**src/design/hvd_pkg.sv**
```systemverilog
`timescale 1ns / 1ps
package hvd_pkg;

    localparam int NUM_ST     = 16;
    localparam int NUM_SYM    = 32;
    localparam int MAX_LEN    = 1024;
    localparam int LOG_W      = 24;
    localparam int SCORE_W    = 40;
    localparam int ST_W       = $clog2(NUM_ST);
    localparam int SYM_W      = $clog2(NUM_SYM);
    localparam int POS_W      = $clog2(MAX_LEN);
    localparam int LEN_W      = POS_W + 1;
    localparam int NST_W      = 5;
    localparam int NSYM_W     = 6;

    localparam logic [2:0] FUNC_START = 3'd0;
    localparam logic [2:0] FUNC_TRANS = 3'd1;
    localparam logic [2:0] FUNC_EMIT  = 3'd2;
    localparam logic [2:0] FUNC_OBS   = 3'd3;
    localparam logic [2:0] FUNC_READ  = 3'd4;

    localparam logic [1:0] STAT_OK      = 2'd0;
    localparam logic [1:0] STAT_NO_PATH = 2'd1;
    localparam logic [1:0] STAT_TOO_LONG = 2'd2;
    localparam logic [1:0] STAT_RANGE   = 2'd3;

    localparam logic KIND_SUMMARY = 1'b0;
    localparam logic KIND_PATH    = 1'b1;

    localparam logic REG_NUM_STATES  = 1'b0;
    localparam logic REG_NUM_SYMBOLS = 1'b1;

    typedef logic signed [SCORE_W-1:0] score_val_t;
    typedef logic signed [LOG_W-1:0]   log_val_t;

    typedef struct packed {
        logic       imp;
        score_val_t val;
    } score_t;

    typedef struct packed {
        logic       imp;
        log_val_t   val;
    } log_entry_t;

    typedef struct packed {
        logic            imp;
        score_val_t      val;
        logic [ST_W-1:0] idx;
    } carry_t;

    typedef struct packed {
        logic             vld;
        logic [2:0]       func;
        logic [ST_W-1:0]  from_state;
        logic [ST_W-1:0]  to_state;
        logic [SYM_W-1:0] symbol;
        log_entry_t       entry;
    } tbl_wr_t;

    typedef struct packed {
        logic             load;
        logic             step;
        logic             finish;
        logic             clear;
        logic             t_zero;
        logic             sym_ok;
        logic [NST_W-1:0] num_st;
        logic [SYM_W-1:0] symbol;
    } cell_ctl_t;

    function automatic score_val_t sat_add(score_val_t a, score_val_t b);
        logic signed [SCORE_W:0] s;
        s = {a[SCORE_W-1], a} + {b[SCORE_W-1], b};
        if (s[SCORE_W] != s[SCORE_W-1])
            return s[SCORE_W] ? {1'b1, {(SCORE_W-1){1'b0}}} : {1'b0, {(SCORE_W-1){1'b1}}};
        return s[SCORE_W-1:0];
    endfunction

    function automatic score_val_t log_ext(log_val_t v);
        return {{(SCORE_W-LOG_W){v[LOG_W-1]}}, v};
    endfunction

endpackage

```
**src/design/hvd_acs_cell.sv**
```systemverilog
`timescale 1ns / 1ps
module hvd_acs_cell (
    input  logic                       clk,
    input  logic                       rst_n,
    input  logic [hvd_pkg::ST_W-1:0]   cell_id,
    input  hvd_pkg::tbl_wr_t           wr,
    input  hvd_pkg::cell_ctl_t         ctl,
    input  hvd_pkg::carry_t            carry_in,
    output hvd_pkg::carry_t            carry_out,
    output hvd_pkg::score_t            score,
    output logic [hvd_pkg::ST_W:0]     back_ptr
);
    hvd_pkg::log_entry_t start_reg;
    hvd_pkg::log_entry_t trans_col [hvd_pkg::NUM_ST];
    hvd_pkg::log_entry_t emit_row [hvd_pkg::NUM_SYM];

    hvd_pkg::score_t      score_reg;
    hvd_pkg::carry_t      carry_reg;
    hvd_pkg::score_val_t  cand_reg;
    logic                 cand_ok_reg;
    logic                 cand_vld_reg;
    logic [hvd_pkg::ST_W-1:0] cand_idx_reg;
    hvd_pkg::score_val_t  best_reg;
    logic                 best_ok_reg;
    logic [hvd_pkg::ST_W-1:0] bp_reg;

    hvd_pkg::log_entry_t  tr;
    hvd_pkg::log_entry_t  em;
    logic                 active;
    logic                 take;
    hvd_pkg::score_t      result;

    assign tr     = trans_col[carry_reg.idx];
    assign em     = emit_row[ctl.symbol];
    assign active = {1'b0, cell_id} < ctl.num_st;
    assign take   = cand_vld_reg && cand_ok_reg
                    && (!best_ok_reg || cand_reg > best_reg
                        || (cand_reg == best_reg && cand_idx_reg < bp_reg));

    always_comb
    begin
        result.imp = 1'b1;
        result.val = '0;
        if (active && ctl.sym_ok && !em.imp)
        begin
            if (ctl.t_zero)
            begin
                if (!start_reg.imp)
                begin
                    result.imp = 1'b0;
                    result.val = hvd_pkg::sat_add(hvd_pkg::log_ext(start_reg.val),
                                                  hvd_pkg::log_ext(em.val));
                end
            end
            else if (best_ok_reg)
            begin
                result.imp = 1'b0;
                result.val = hvd_pkg::sat_add(best_reg, hvd_pkg::log_ext(em.val));
            end
        end
    end

    // tables: each cell keeps only its own column of transitions and row of emissions
    always_ff @(posedge clk)
    begin
        if (wr.vld)
        begin
            if (wr.func == hvd_pkg::FUNC_START && wr.from_state == cell_id)
                start_reg <= wr.entry;
            if (wr.func == hvd_pkg::FUNC_TRANS && wr.to_state == cell_id)
                trans_col[wr.from_state] <= wr.entry;
            if (wr.func == hvd_pkg::FUNC_EMIT && wr.from_state == cell_id)
                emit_row[wr.symbol] <= wr.entry;
        end
    end

    always_ff @(posedge clk or negedge rst_n)
    begin
        if (!rst_n)
        begin
            score_reg.imp <= 1'b1;
            score_reg.val <= '0;
            cand_vld_reg  <= 1'b0;
            best_ok_reg   <= 1'b0;
        end
        else
        begin
            cand_vld_reg <= ctl.step;
            if (ctl.load)
                best_ok_reg <= 1'b0;
            else if (take)
                best_ok_reg <= 1'b1;
            if (ctl.clear)
                score_reg.imp <= 1'b1;
            else if (ctl.finish)
                score_reg.imp <= result.imp;
            if (ctl.finish)
                score_reg.val <= result.val;
        end
    end

    always_ff @(posedge clk)
    begin
        if (ctl.load)
            carry_reg <= '{imp: score_reg.imp, val: score_reg.val, idx: cell_id};
        else if (ctl.step)
            carry_reg <= carry_in;
        // add stage: candidate from the predecessor passing by
        cand_reg     <= hvd_pkg::sat_add(carry_reg.val, hvd_pkg::log_ext(tr.val));
        cand_ok_reg  <= !carry_reg.imp && !tr.imp && ({1'b0, carry_reg.idx} < ctl.num_st);
        cand_idx_reg <= carry_reg.idx;
        // compare-select stage
        if (take)
        begin
            best_reg <= cand_reg;
            bp_reg   <= cand_idx_reg;
        end
    end

    assign carry_out = carry_reg;
    assign score     = score_reg;
    assign back_ptr  = result.imp ? '0 : {1'b1, bp_reg};

endmodule

```
**config.mk**
```make
export PLATFORM = sky130hd
export DESIGN_NAME = hvd_acs_cell
export DESIGN_NICKNAME = d
export VERILOG_FILES = /design/src/design/hvd_pkg.sv /design/src/design/hvd_acs_cell.sv
export SDC_FILE = /design/constraint.sdc
export NUM_CORES = 2
export LEC_CHECK = 0
export BUFFER_PORTS_ARGS = -buffer_cell sky130_fd_sc_hd__clkbuf_2
export CAP_MARGIN = 20
export CORE_UTILIZATION = 50
export DETAILED_ROUTE_END_ITERATION = 6
export PLACE_DENSITY = 0.65
export SLEW_MARGIN = 15
export SYNTH_ARGS = -nofsm -noshare
export SYNTH_HDL_FRONTEND = slang
export SYNTH_SLANG_ARGS = --single-unit
```
**constraint.sdc**
```tcl
create_clock -name clk -period 15.6 [get_ports clk]
set_clock_uncertainty 0.05 [all_clocks]
set_input_delay 0.78 -clock clk [delete_from_list [all_inputs] [get_ports clk]]
set_output_delay 0.78 -clock clk [all_outputs]
set_load 0.05 [all_outputs]
```
==> impl_metrics.yaml <==
status:
  status: "finished clean"
worst_setup_path:
  endpoint_kind: "flip-flop"
  path_common_cell: "buf_4"
  worstPathMaxFanout: 89
  path_cells: "clkbuf_8, buf_4, buf_4, mux4_2, mux4_2, mux2_2, ha_1, a21o_1, a21oi_1, o211ai_1, a31oi_1, o21ba_2, o41ai_2, a31oi_1, a2111oi_0, a211o_1, xor2_1, ha_1, buf_4, nand2_1, nand2_1, o221ai_1"
  cp-start-kind: "input port"
  cp.arrival_ns: 9.16
  worstPathRequired_ns: 16.13
  cp_slowest_cell: "buf_4"
  cpPeakStageDelay_ns: 0.83
  cp.buffers_inverters: 4
  worstSetupPathType: "in2reg"
  crit_family: "compound AO/OA/AOI/OAI gates"
sta:
  max_freq_ghz: 0.1159
  hold_viol: 0
  grt_setup_unrepaired: "false"
  slew_headroom: 0.2122
  worstMarginPinSlew_ns: 1.182
  worst_slack_ns: 6.972
  setup_viol_count_final: 0
  drv_slew: 0
  fin_tns_setup_ns: 0
  post-route-min-period_ns: 8.628
  min_period_over_period: 0.5530
global_route:
  antenna_found_initial: 3
  grt_use_total: 0.2574
  grt_pass1_wl_um: 221800
  overflow: 0
  first_global_vias: 32227
  grt_max_degree: 90
cells_and_area:
  largest_reg_flops: 800
  drive_gt1_frac: 0.2779
  regArea_um2: 41520
  antennaDiodeCount: 0
  final_nets: 3768
  syn_to_final_growth_pct: 13.29
  largest-register: "emit_row"
  nFillCells: 8703
  multi_input_area_um2: 17320
placed_design:
  post-place-ws_ns: 6.321
  hpwl_um: 91240
  place_congestion: 0.8836
  io_buffers: 199
die:
  die_x_um: 347.2
  core-area_um2: 118100
  num_rows: 126
  io_pins: 200
  initial_core_util: 0.5046
  fp.dieH_um: 347.2
  die_area_um2: 120600
power:
  p_leak_nw: 23.27
  irDropWorstVdd_v: 0.0001088
  power.density_nw_per_um2: 136.2
route:
  wl_per_cell_um: 29.82
  drt_iter0_markers: 3640
  postRouteAntennaNets: 0
  vias: 31983
  routed_wl_um: 153800
  drc: 0
  via_per_inst: 6.203
  dr.pass1.iters: 6
yosys:
  syn_area_um2: 59580
  seq_area_frac_synth: 0.6968
  ys_top_cells_by_area: "edfxtp_1, mux4_2, ha_1"
  synth_cell_types: 81
  ys_ff_latch: 1406
  avgSynthCellArea_um2: 18.50
  synth_edf_count: 1314
  yosysTopAreaCell: "edfxtp_1"
  ys_warn_count: 0
  synth_fp_nets: 3488
  ys.flop_type: "edfxtp_1"
  synth.most_common_cell: "edfxtp_1"
  async_flop_share: 0.03058
  yosysTopAreaCellShare: 0.6622
  netlist_instances: 3221
  yosys-top-cells-count: "edfxtp_1, mux4_2, ha_1, nor2_1, a21oi_1"
clock_network:
  worst_skew_pair.late_latency_ns: 0.76
  cts_resized: 0
  cts_tree: "done"
  clkTransAtPathRegs_ns: 0.06
  cts_buffers: 145
  ctsHoldBuffers: 0
  cts_root_buf: "clkbuf_16"
  htree_num_levels: 4
  ctsLongestPathBuffers: 3
  cts.repair_timing.setup_buffer_count: 0
  clock_sinks: 1406
run:
  cap_violations: 0
hold_path:
  hp-class: "in2async"
==> cell families after synthesis <==
group | count (synthesis) | share of synthesized area
multiplexers | 452 | 0.1560
adder cells (fa/ha/maj) | 161 | 0.03406
flip-flops | 1406 | 0.6968
AO/OA/AOI/OAI | 464 | 0.05181
buffers and inverters | 229 | 0.01489
XOR/XNOR | 96 | 0.01411
AND/OR/NAND/NOR | 413 | 0.03232
==> metal layers <==
| layer | GRT usage | share of wire |
|---|---|---|
| met1 | 0.3503 | 0.40 |
| met4 | 0.07847 | 0.028 |
| met3 | 0.04452 | 0.071 |
| met5 | 0 | 0.000078 |
| met2 | 0.4263 | 0.50 |
==> placed cells by master, fill, tap and decap left out, types with 38 or more instances in the layout <==
master	synthesis	layout
mux2_2	75	75
buf_4	1	72
nand2_1	102	102
nand3_1	38	38
dfxtp_1	49	46
edfxtp_1	1314	1314
a21oi_1	120	120
inv_1	86	86
a21o_1	76	76
xor2_1	49	49
dfrtp_1	42	42
o21ai_0	53	52
mux4_2	374	374
xnor2_1	47	47
ha_1	155	155
o21ai_1	47	47
clkbuf_16	0	146
nor2_1	152	108
clkbuf_2	0	196
nor2_2	0	44
==> final timing paths <==
kind / startpoint / endpoint / slack (ns) / depth (start not counted)
setup / recovery: ctl[1] / score[9]$_DFFE_PN0P_ / 6.97 / 22
hold / removal: rst_n / score[26]$_DFFE_PN0P_ / 0.07 / 2
setup reg to reg: flip-flop / cand_reg[38]$_DFF_P_ / 8.48 / 14
hold reg to reg: cand_idx_reg[2]$_DFF_P_ / bp_reg[2]$_DFFE_PP_ / 0.39 / 0
max in group asynchronous: rst_n / score[16]$_DFFE_PN0P_ / 14.96 / 2
min in group clk: ctl[14] / cand_vld_reg$_DFF_PN0_ / 0.15 / 1
==> area by class of cell <==
class	count	area share
Sequential cell	1406	0.6151
Multi-Input combinational cell	1586	0.2566
Clock buffer	179	0.05625
Tap cell	1536	0.02847
Timing Repair Buffer	276	0.02473
Inverter	86	0.004782
Clock inverter	87	0.01399
==> through the flow <==
stage	hold slack [ns]	power (mW)	utilization	instances	cell area (µm²)
final	0.06993	9.195	0.5717	5156	67500
after global routing	0.08000	9.528	0.5717	5156	67500
after CTS	0.05112	9.245	0.5706	5149	67380
after detailed placement	0.3715	5.822	0.5305	4883	62640
after global placement	0.3621	5.795	0.5305	4883	62640
after floorplan	0.3529	5.383	-	3221	59580
==> power by group <==
part           total, mW  internal [mW]  switching, mW
sequential          4.34           4.24         0.0948
combinational       1.42          0.559          0.858
clock               3.44           1.98           1.46
No activity file was read; power rests on OpenSTA's default activity.
